## config.mk

```make
export PLATFORM = sky130hd
export DESIGN_NAME = mi4_ctrl
export DESIGN_NICKNAME = d
export VERILOG_FILES = /design/src/mi4_pkg.sv /design/src/mi4_ctrl.sv
export SDC_FILE = /design/constraint.sdc
export NUM_CORES = 1
export LEC_CHECK = 0
export BUFFER_PORTS_ARGS = -buffer_cell sky130_fd_sc_hd__buf_2
export CORE_MARGIN = 8
export CORE_UTILIZATION = 55
export CTS_BUF_LIST = sky130_fd_sc_hd__clkbuf_8
export DETAILED_ROUTE_END_ITERATION = 12
export PLACE_DENSITY = 0.82
export RECOVER_POWER = 25
export SLEW_MARGIN = 20
export SYNTH_ARGS = -nofsm -noshare
export SYNTH_HDL_FRONTEND = slang
export SYNTH_SLANG_ARGS = --single-unit
```

## constraint.sdc

```tcl
create_clock -name clock -period 3.4 [get_ports clock]
set_input_delay 0.34 -clock clock [delete_from_list [all_inputs] [get_ports clock]]
set_output_delay 0.34 -clock clock [all_outputs]
set_load 0.02 [all_outputs]
```

## src/mi4_pkg.sv

```systemverilog
`default_nettype none
package mi4_pkg;

   localparam int WORD_WIDTH = 32;
   localparam int FRAC_BITS  = 16;

   // internal fixed point: 64-bit signed, magnitudes clamped to 2^62-1
   localparam int ACC_W     = 64;
   localparam int MAG_W     = 62;
   localparam int MUL_SPLIT = 32;
   localparam int PHI_W     = WORD_WIDTH + MAG_W - MUL_SPLIT;
   localparam int SUM_W     = WORD_WIDTH + MAG_W;
   localparam int SHR_W     = SUM_W - FRAC_BITS;
   localparam int QW        = WORD_WIDTH + 1;
   localparam int NS_W      = MAG_W + FRAC_BITS;
   localparam int NHI_W     = NS_W - QW;
   localparam int REM_W     = MAG_W + 1;
   localparam int DCNT_W    = $clog2(QW);

   localparam logic signed [ACC_W-1:0] BOUND = ACC_W'({MAG_W{1'b1}});

   localparam logic [3:0] PN_T1_LO  = 4'd0;
   localparam logic [3:0] PN_T1_HI  = 4'd1;
   localparam logic [3:0] PN_T2_HI  = 4'd3;
   localparam logic [3:0] PN_T3_HI  = 4'd5;
   localparam logic [3:0] PN_OUTER  = 4'd6;
   localparam logic [3:0] PN_COF    = 4'd8;
   localparam logic [3:0] PN_DET    = 4'd9;
   localparam logic [3:0] PN_DET_LAST = 4'd12;
   localparam logic [3:0] LAST_IDX  = 4'd15;

   typedef enum logic [3:0] {
      ST_IDLE, ST_RD_A, ST_RD_B, ST_OPB, ST_MUL0, ST_MUL1, ST_SUM,
      ST_ACC0, ST_ACC1, ST_DRD, ST_DLOAD, ST_DIV, ST_OUT
   } state_type;

   typedef enum logic [1:0] {SRC_MAT, SRC_T, SRC_COF} bsrc_type;
   typedef enum logic [1:0] {WB_NONE, WB_T, WB_COF, WB_DET} wb_type;

   typedef struct packed {
      logic       mat_we;
      logic [3:0] mat_rd_addr;
      logic [3:0] cof_rd_addr;
      logic       lat_a;
      logic       lat_b;
      bsrc_type   b_src;
      logic [1:0] t_sel;
      logic       mul_lo;
      logic       mul_hi;
      logic       sum_en;
      logic       prod_en;
      logic       sub;
      logic       acc_en;
      wb_type     wb;
      logic [3:0] cof_wr_addr;
      logic       cof_neg;
      logic       div_load;
      logic       div_step;
      logic       out_load;
      logic [3:0] out_index;
   } cmd_type;

   typedef struct packed {
      logic det_zero;
      logic out_free;
   } status_type;

   // minor operand positions {row, col} inside the 3x3 minor, per product number
   function automatic logic [3:0] op_a_pos(input logic [3:0] pn);
      logic [3:0] p;
      case (pn)
         4'd0: p = 4'b0101;
         4'd1: p = 4'b0110;
         4'd2: p = 4'b0100;
         4'd3: p = 4'b0110;
         4'd4: p = 4'b0100;
         4'd5: p = 4'b0101;
         4'd6: p = 4'b0000;
         4'd7: p = 4'b0001;
         4'd8: p = 4'b0010;
         default: p = 4'b0000;
      endcase
      return p;
   endfunction

   function automatic logic [3:0] op_b_pos(input logic [3:0] pn);
      logic [3:0] p;
      case (pn)
         4'd0: p = 4'b1010;
         4'd1: p = 4'b1001;
         4'd2: p = 4'b1010;
         4'd3: p = 4'b1000;
         4'd4: p = 4'b1001;
         4'd5: p = 4'b1000;
         default: p = 4'b0000;
      endcase
      return p;
   endfunction

   function automatic logic [1:0] skip(input logic [1:0] x, input logic [1:0] k);
      return (k < x) ? k : k + 2'd1;
   endfunction

   function automatic logic [3:0] minor_addr(input logic [1:0] r, input logic [1:0] c,
                                             input logic [3:0] pos);
      return {skip(r, pos[3:2]), skip(c, pos[1:0])};
   endfunction

endpackage
`default_nettype wire

```

## src/mi4_ctrl.sv

```systemverilog
`default_nettype none
module mi4_ctrl import mi4_pkg::*; (
   input  logic       clock,
   input  logic       reset,
   input  logic       req_valid,
   input  logic [3:0] req_element_index,
   output logic       req_stall,
   output cmd_type    cmd,
   input  status_type status
);

   state_type         state_ff, state_in;
   logic [3:0]        pn_ff, pn_in;
   logic [3:0]        idx_ff, idx_in;
   logic [DCNT_W-1:0] div_cnt_ff, div_cnt_in;

   logic [1:0] row, col, dc;
   logic       det_phase;

   always_ff @(posedge clock) begin
      if (reset) begin
         state_ff   <= ST_IDLE;
         pn_ff      <= '0;
         idx_ff     <= '0;
         div_cnt_ff <= '0;
      end else begin
         state_ff   <= state_in;
         pn_ff      <= pn_in;
         idx_ff     <= idx_in;
         div_cnt_ff <= div_cnt_in;
      end
   end

   assign row       = idx_ff[3:2];
   assign col       = idx_ff[1:0];
   assign det_phase = (pn_ff >= PN_DET);
   assign dc        = 2'(pn_ff - PN_DET);

   always_comb begin
      state_in   = state_ff;
      pn_in      = pn_ff;
      idx_in     = idx_ff;
      div_cnt_in = div_cnt_ff;
      req_stall  = 1'b1;
      cmd        = '0;
      cmd.b_src  = SRC_MAT;
      cmd.wb     = WB_NONE;
      cmd.cof_wr_addr = {col, row};
      cmd.cof_neg     = row[0] ^ col[0];
      cmd.out_index   = idx_ff;
      case (state_ff)
         ST_IDLE: begin
            req_stall = 1'b0;
            if (req_valid) begin
               cmd.mat_we = 1'b1;
               if (req_element_index == LAST_IDX) begin
                  state_in = ST_RD_A;
                  pn_in    = '0;
                  idx_in   = '0;
               end
            end
         end
         ST_RD_A: begin
            cmd.mat_rd_addr = det_phase ? {2'b00, dc} : minor_addr(row, col, op_a_pos(pn_ff));
            state_in = ST_RD_B;
         end
         ST_RD_B: begin
            cmd.lat_a       = 1'b1;
            cmd.mat_rd_addr = minor_addr(row, col, op_b_pos(pn_ff));
            cmd.cof_rd_addr = {dc, 2'b00};
            state_in = ST_OPB;
         end
         ST_OPB: begin
            cmd.lat_b = 1'b1;
            cmd.t_sel = 2'(pn_ff - PN_OUTER);
            if (det_phase)
               cmd.b_src = SRC_COF;
            else if (pn_ff >= PN_OUTER)
               cmd.b_src = SRC_T;
            state_in = ST_MUL0;
         end
         ST_MUL0: begin
            cmd.mul_lo = 1'b1;
            state_in = ST_MUL1;
         end
         ST_MUL1: begin
            cmd.mul_hi = 1'b1;
            state_in = ST_SUM;
         end
         ST_SUM: begin
            cmd.sum_en = 1'b1;
            state_in = ST_ACC0;
         end
         ST_ACC0: begin
            cmd.prod_en = 1'b1;
            cmd.sub     = pn_ff[0] && !det_phase;
            state_in = ST_ACC1;
         end
         ST_ACC1: begin
            cmd.acc_en = 1'b1;
            cmd.t_sel  = pn_ff[2:1];
            state_in = ST_RD_A;
            pn_in    = pn_ff + 4'd1;
            if (pn_ff == PN_T1_HI || pn_ff == PN_T2_HI || pn_ff == PN_T3_HI) begin
               cmd.wb = WB_T;
            end else if (pn_ff == PN_COF) begin
               cmd.wb = WB_COF;
               if (idx_ff == LAST_IDX) begin
                  idx_in = '0;
               end else begin
                  idx_in = idx_ff + 4'd1;
                  pn_in  = PN_T1_LO;
               end
            end else if (pn_ff == PN_DET_LAST) begin
               cmd.wb   = WB_DET;
               state_in = ST_DRD;
            end
         end
         ST_DRD: begin
            cmd.cof_rd_addr = idx_ff;
            state_in = status.det_zero ? ST_OUT : ST_DLOAD;
         end
         ST_DLOAD: begin
            cmd.div_load = 1'b1;
            div_cnt_in   = DCNT_W'(QW - 1);
            state_in     = ST_DIV;
         end
         ST_DIV: begin
            cmd.div_step = 1'b1;
            if (div_cnt_ff == '0)
               state_in = ST_OUT;
            else
               div_cnt_in = div_cnt_ff - 1'b1;
         end
         ST_OUT: begin
            if (status.out_free) begin
               cmd.out_load = 1'b1;
               if (idx_ff == LAST_IDX) begin
                  state_in = ST_IDLE;
               end else begin
                  idx_in   = idx_ff + 4'd1;
                  state_in = ST_DRD;
               end
            end
         end
         default: begin
            state_in = ST_IDLE;
         end
      endcase
   end

`ifndef ASSERT_OFF
   a_start: assert property (@(posedge clock) disable iff (reset)
      (state_ff == ST_IDLE && req_valid && req_element_index == LAST_IDX) |=>
      (state_ff == ST_RD_A && pn_ff == PN_T1_LO && idx_ff == 4'd0))
      else $error("run did not start on last element");
   a_out_free: assert property (@(posedge clock) disable iff (reset)
      cmd.out_load |-> status.out_free)
      else $error("result loaded over a waiting beat");
   a_div_cnt: assert property (@(posedge clock) disable iff (reset)
      (state_ff == ST_DIV && div_cnt_ff != '0) |=>
      (state_ff == ST_DIV && div_cnt_ff == $past(div_cnt_ff) - 1'b1))
      else $error("divider count skipped");
`endif

endmodule
`default_nettype wire

```

# [Yosys cells after proc, flatten, opt, wreduce, memory -nomap -nowiden]
# Memory sizes are Yosys's and may differ from the RTL's. A register that Yosys moved wholly into a read port is not among the register bits.
# Index checks and enable logic that the tools add are counted.
[op_classes] reduce_logical=17 n_lt_le_gt_ge=6 muxes=56 addsub=9 bitwise=1 eq_ne=29
[op_table] op="$mux 4" count=23
[op_table] op="$pmux 4 s13" count=1
[op_table] op="$eq 4x4->1 const B" count=9
[op_table] op="$eq 4x3->1 const B" count=6
[op_table] op="$pmux 4 s2" count=3
[op_table] op="$pmux 4 s3" count=2
[op_table] op="$mux 2" count=9
[op_table] op="$eq 4x2->1 const B" count=4
[op_table] op="$ne 2x2->1 const B" count=8
[op_table] op="$mux 1" count=12
[op_table] op="$pmux 6 s2" count=1
[op_table] op="$mux 3" count=3
[op_table] op="$add 2x1->2 const B" count=4
[op_table] op="$add 4x1->4 const B" count=2
[op_table] op="$eq 4x1->1 const B" count=2
[op_table] op="$logic_not 4->1" count=2
[op_table] op="$lt 2x2->1" count=4
[op_table] op="$reduce_and 7->1" count=1
[op_table] op="$logic_not 6->1" count=1
[op_table] op="$mux 6" count=1
[op_table] op="$reduce_or 2->1" count=3
[op_table] op="$sub 6x1->6 const B" count=1
[op_table] op="$ge 4x3->1 const B" count=1
[op_table] op="$ge 4x4->1 const B" count=1
[op_table] op="12 further kinds" count=14
[word_totals] word_cells=123 out_inout_bits=36 reg_bits=18 in_bits=9 memories=1 romBits=48
[memory_table] memory="(no name shown)" words=16 width=3 read_ports=1 rd_ports_with_merged_regs=1 wr=0 line_no="mi4_pkg.sv:71" text="case (pn)"

# [Depth between registers and ports, before layout]
# Gate-level depths: netlist of run 1.
[depth] word_depth=7 mapped_depth=10 depth_no_buf=10

# [Worst setup path before layout of run 1]
# Ideal clock, no wire load.
[synth_timing] path_kind="register to output" start="register pn_ff[0]" end="output cmd[30] in the netlist's numbering" path_stages_with_launch=9 t_required_ns=3.060 t_arrival_ns=1.967 slack_ns=1.093 path_cell_list="dfxtp_1 > inv_1 > ha_1 > nor2_1 > nor3_1 > ha_1 > nor2b_1 > o311a_1 > a21o_1"
[synth_lines] item="start: declaration" line_no="mi4_ctrl.sv:13" text="logic [3:0] pn_ff, pn_in;"
[synth_lines] item="start signal: assignment" line_no="mi4_ctrl.sv:28" text="pn_ff <= pn_in;"
[synth_lines] item="end: declaration" line_no="mi4_ctrl.sv:8" text="output cmd_type cmd,"

==> results of run 1 <==
## placed cells by master, fill, tap and decap left out, types with 4 or more instances in the layout
master / instances
buf_2: 33
nor2_1: 26
dfxtp_1: 21
a21oi_1: 19
inv_1: 16
nor3_1: 13
nand2_1: 13
o21ai_0: 13
nand3_1: 11
ha_1: 11
clkbuf_1: 11
nor2b_1: 10
and3_1: 7
xor2_1: 5
nand2b_1: 4
o31ai_1: 4
a21o_1: 4
a211oi_1: 4
## stage by stage
stage / worst slack [ns] / area, um2 / total power, mW
finish: 0.453 / 1990 / 0.864
global route: 0.315 / 1990 / 0.920
CTS: 0.488 / 2010 / 0.865
detailed placement: 0.807 / 1960 / 0.696
global placement: 0.875 / 1960 / 0.690
floorplan: 1.09 / 1760 / 0.607
## power groups by stage
stage               logic, mW  registers [mW]  clock network, mW
detailed placement      0.381           0.315                  0
floorplan               0.316           0.292                  0
finish                  0.386           0.310              0.168
global route            0.427           0.315              0.178
global placement        0.376           0.314                  0
CTS                     0.385           0.309              0.170
## cell families (layout without fill, tap and decap cells)
group | after synthesis | in the layout | synth area share
simple gates | 102 | 102 | 0.306
xor+xnor | 7 | 7 | 0.0348
fa+ha+maj | 11 | 11 | 0.0781
flops | 21 | 21 | 0.239
buf+inv | 35 | 68 | 0.0916
mux | 2 | 2 | 0.0121
compound gates | 63 | 63 | 0.239
## final cells by class
class,count,share of cell area
Sequential cell,21,0.211
Inverter,17,0.0320
Tap cell,44,0.0276
Clock inverter,1,0.00251
Timing Repair Buffer,47,0.115
Multi-Input combinational cell,185,0.592
Clock buffer,3,0.0207
## worst min path at each step
stage | end | slack (ns) | depth (start not counted)
after global routing | state_ff[2]$_SDFFE_PP0P_ | 0.44 | 2
after floorplan | div_cnt_ff[4]$_SDFFE_PP0P_ | 0.48 | 2
after CTS | state_ff[2]$_SDFFE_PP0P_ | 0.43 | 2
after global placement | div_cnt_ff[4]$_SDFFE_PP0P_ | 0.51 | 2
after detailed placement | div_cnt_ff[4]$_SDFFE_PP0P_ | 0.50 | 2
final | state_ff[2]$_SDFFE_PP0P_ | 0.44 | 2
## per-layer routing
metal / track usage / vias up / routed length, um
li1: - / 924 / -
met3: 0.0591 / 4 / 361
met2: 0.263 / 48 / 1920
met1: 0.212 / 824 / 2150
met4: 0.0467 / 0 / 31
met5: 0 / - / 0
==> results.ini, run 1 <==
[setup_path]
crit_slowest_cell = dfxtp_1
cp_cell_sequence = inv_1, ha_1, nor2_1, nor3_1, ha_1, nor2b_1, o311a_1, a21o_1, buf_2
ff2ff_path_depth = 7
required_ns = 3.06
cp.arrival_ns = 2.61
cp-endpoint = cmd[30]
end_kind = output pin
critPathKind = reg -> out
path_common_cell = ha_1
critPathTopFamily = adder cells
critPathBufInv = 2
r2r_setup_slack_ns = 0.82
crit_path_max_incr_delay_ns = 0.43
startpoint_type = flop
cp.depth = 9
r2r-start = pn_ff[0]$_SDFFE_PP0N_
worstPathMaxFanout = 10
crit_path_start = pn_ff[0]$_SDFFE_PP0N_

[yosys]
synthesis.yosys.warnings = 0
ys_ff_latch = 21
async_reset_ff_frac = 0
ys_seq_area_frac = 0.239
synth_edf_count = 0
synth-main-ff-cell = dfxtp_1
synth.area.top_cells = dfxtp_1, ha_1, nor2_1
syn_area_per_cell_um2 = 7.31
synth_top_area_frac = 0.239
synthesis.nets = 261
synth_cells = 241
yosysTopAreaCell = dfxtp_1
synth.distinct_cells = 48
synth_common_cells = nor2_1, dfxtp_1, a21oi_1
synth_most_common_cell = nor2_1
synth_area_um2 = 1760

[power]
switchingPower_mw = 0.363
leakage_nw = 0.950
combPwrFrac = 0.447
power_frac_seq = 0.359
pwr-share-clk = 0.195
p_per_area_nw_per_um2 = 433
vdd_drop_max_mv = 0.240
swShare = 0.420
p_int_mw = 0.501

[final_layout]
antenna_cells = 0
syn_to_final_growth_pct = 13.2
final_cells = 318
seqCellArea_um2 = 420
fillCellCount = 305
drive_gt1_frac = 0.172
multi_input_area_um2 = 1180
fin_util = 0.653
nets = 295

[die]
die_area_um2 = 5270
pin_count = 45
die_w_um = 72.6
fp-row-count = 20
die_h_um = 72.6
coreArea_um2 = 3050
initial_utilization = 0.577

[timing]
max_freq_mhz = 339
hold_ws_ns = 0.438
tightest_slew_ns = 0.754
fin_crit_ns = 2.95
hold_violations = 0
fin_crit_sh = 0.867
slew_violations = 0
grt_setup_unrepaired = false
relSlewSlack = 0.497
final.setup.tns_ns = 0
setup_viol = 0
skew_ns = 0.00153

[cts]
clock_latency_ns = 0.27
root_buffer = clkbuf_8
clock-sinks = 21
hold_buffers = 0
clk_transition_reported_paths_ns = 0.08
cts.path.max_buffers = 2
cts_tree = done
ctsResizeCount = 0
post-cts-setup-buffers = 0
cts_made_buffers = 3
htree_levels = 1

[placement]
placedCellCount = 314
io_buffers = 44
dp_hpwl_um = 3340
globalplace.congestion = 0.858

[detailed_routing]
routedWlPerCell_um = 14.0
wl_um = 4460
vias = 1800
ant_nets = 0
drt-pass1-iter-count = 4
drt_iter0_drc = 124
drt-vias-per-instance = 5.66
drc = 0

[outcome]
status = complete, no violations

[global_route]
grt_max_degree = 22
overflow = 0
grt_pass1_wl_um = 7320
grt_use_total = 0.168
grt_pass1_vias = 1627
antenna_found_initial = 0

[run]
cap_violations = 0

[min_path]
hold_path.startpoint = reset
min-delay-path-class = in -> reg

(Power assumes the default switching activity.)
==> inputs of run 2 (changes only) <==
--- a/config.mk
+++ b/config.mk
@@ -8,7 +8,6 @@
 export BUFFER_PORTS_ARGS = -buffer_cell sky130_fd_sc_hd__buf_2
 export CORE_MARGIN = 8
 export CORE_UTILIZATION = 55
-export CTS_BUF_LIST = sky130_fd_sc_hd__clkbuf_8
 export DETAILED_ROUTE_END_ITERATION = 12
 export PLACE_DENSITY = 0.82
 export RECOVER_POWER = 25
==> results.ini, run 2 (same netlist as run 1, synthesis figures left out) <==
[setup_path]
ff2ff_path_depth = 7
crit_path_max_incr_delay_ns = 0.44
crit_slowest_cell = dfxtp_1
critPathKind = reg -> out
path_common_cell = ha_1
critPathTopFamily = adder cells
cp_cell_sequence = inv_1, ha_1, nor2_1, nor3_1, ha_1, nor2b_1, o311a_1, a21o_1, buf_2
worstPathMaxFanout = 10
r2r-start = pn_ff[0]$_SDFFE_PP0N_
cp.arrival_ns = 2.65
crit_path_start = pn_ff[0]$_SDFFE_PP0N_
r2r_setup_slack_ns = 0.81
end_kind = output pin
startpoint_type = flop
required_ns = 3.06
critPathBufInv = 2

[final_layout]
final_common_cell = buf_2
syn_to_final_growth_pct = 12.3
nets = 295
fin_util = 0.648
antenna_cells = 0
drive_gt1_frac = 0.179
mostFrequentLayoutCells = buf_2, nor2_1, dfxtp_1, a21oi_1, inv_1

[die]
die_w_um = 72.6
pin_count = 45
die_area_um2 = 5270
coreArea_um2 = 3050
die_h_um = 72.6
fp-row-count = 20
initial_utilization = 0.577

[min_path]
min-delay-path-class = in -> reg
min_to = state_ff[2]$_SDFFE_PP0P_
hold_path.startpoint = reset
whs_path_depth = 2

[cts]
clock-sinks = 21
post-cts-setup-buffers = 0
hold_buffers = 0
root_buffer = clkbuf_4
clock_latency_ns = 0.31
ctsResizeCount = 0
cts.path.max_buffers = 2
cts_tree = done
clk_transition_reported_paths_ns = 0.12
cts_made_buffers = 3
htree_levels = 1

[global_route]
grt_pass1_wl_um = 7400
grt_use_total = 0.171
antenna_found_initial = 0
grt_pass1_vias = 1632
overflow = 0
grt_max_degree = 22

[timing]
hold_violations = 0
setup_viol = 0
relSlewSlack = 0.506
skew_ns = 0.00120
tightest_slew_ns = 0.741
final.setup.tns_ns = 0
grt_setup_unrepaired = false
slew_violations = 0
max_freq_mhz = 335
fin_crit_sh = 0.879
fin_ws_ns = 0.413
fin_crit_ns = 2.99

[power]
leakage_nw = 0.951
vdd_drop_max_mv = 0.220
p_per_area_nw_per_um2 = 413

[detailed_routing]
vias = 1811
routedWlPerCell_um = 13.9
drt-pass1-iter-count = 4
drc = 0
ant_nets = 0
drt-vias-per-instance = 5.69
wl_um = 4420
drt_iter0_drc = 122

[outcome]
status = complete, no violations

[placement]
dp_hpwl_um = 3340
globalplace.congestion = 0.858
io_buffers = 44
pre_cts_ws_ns = 0.807

[run]
cap_violations = 0

==> run 2: cell count changes in the layout (fill, tap and decap cells not counted) <==
| cell | before | now |
|---|---|---|
| clkbuf_4 | 0 | 3 |
| clkbuf_8 | 3 | 0 |
| buf_2 | 33 | 35 |
| clkbuf_1 | 11 | 9 |
==> run 2: how the worst max path moves through the flow <==
stage	to	slack (ns)	cells after the start
2_1_floorplan	cmd[30]	1.09	8
3_3_place_gp	cmd[30]	0.88	9
3_5_place_dp	cmd[30]	0.81	9
4_1_cts	cmd[30]	0.42	9
5_1_grt	cmd[30]	0.22	9
6_report	cmd[30]	0.41	9
==> run 2: cell type report <==
class                           instances  area [um2]
Clock buffer                            3        22.5
Clock inverter                          1        5.00
Fill cell                             312        1070
Inverter                               17        63.8
Multi-Input combinational cell        185        1180
Sequential cell                        21         420
Tap cell                               44        55.1
Timing Repair Buffer                   47         231
==> run 2: power by group <==
group	internal (mW)	leakage [nW]	total [mW]	switching [mW]
clock network	0.0440	0.0177	0.123	0.0790
registers	0.267	0.170	0.310	0.0433
logic	0.152	0.764	0.383	0.231
total	0.463	0.951	0.817	0.354
==> run 2: stage by stage <==
step	hold WS [ns]	cell area (um2)	total power [mW]	instances
CTS	0.376	1990	0.823	318
finish	0.384	1980	0.817	318
detailed placement	0.502	1960	0.696	314
floorplan	0.480	1760	0.607	241
global route	0.372	1980	0.882	318
global placement	0.505	1960	0.690	314
==> run 2: routing by layer <==
metal  vias up  GRT usage  wire length (um)
li1        920          -                 -
met1       826      0.216              2070
met2        63      0.263              1930
met3         2     0.0632               408
met4         0     0.0467                13
met5         -          0                 0
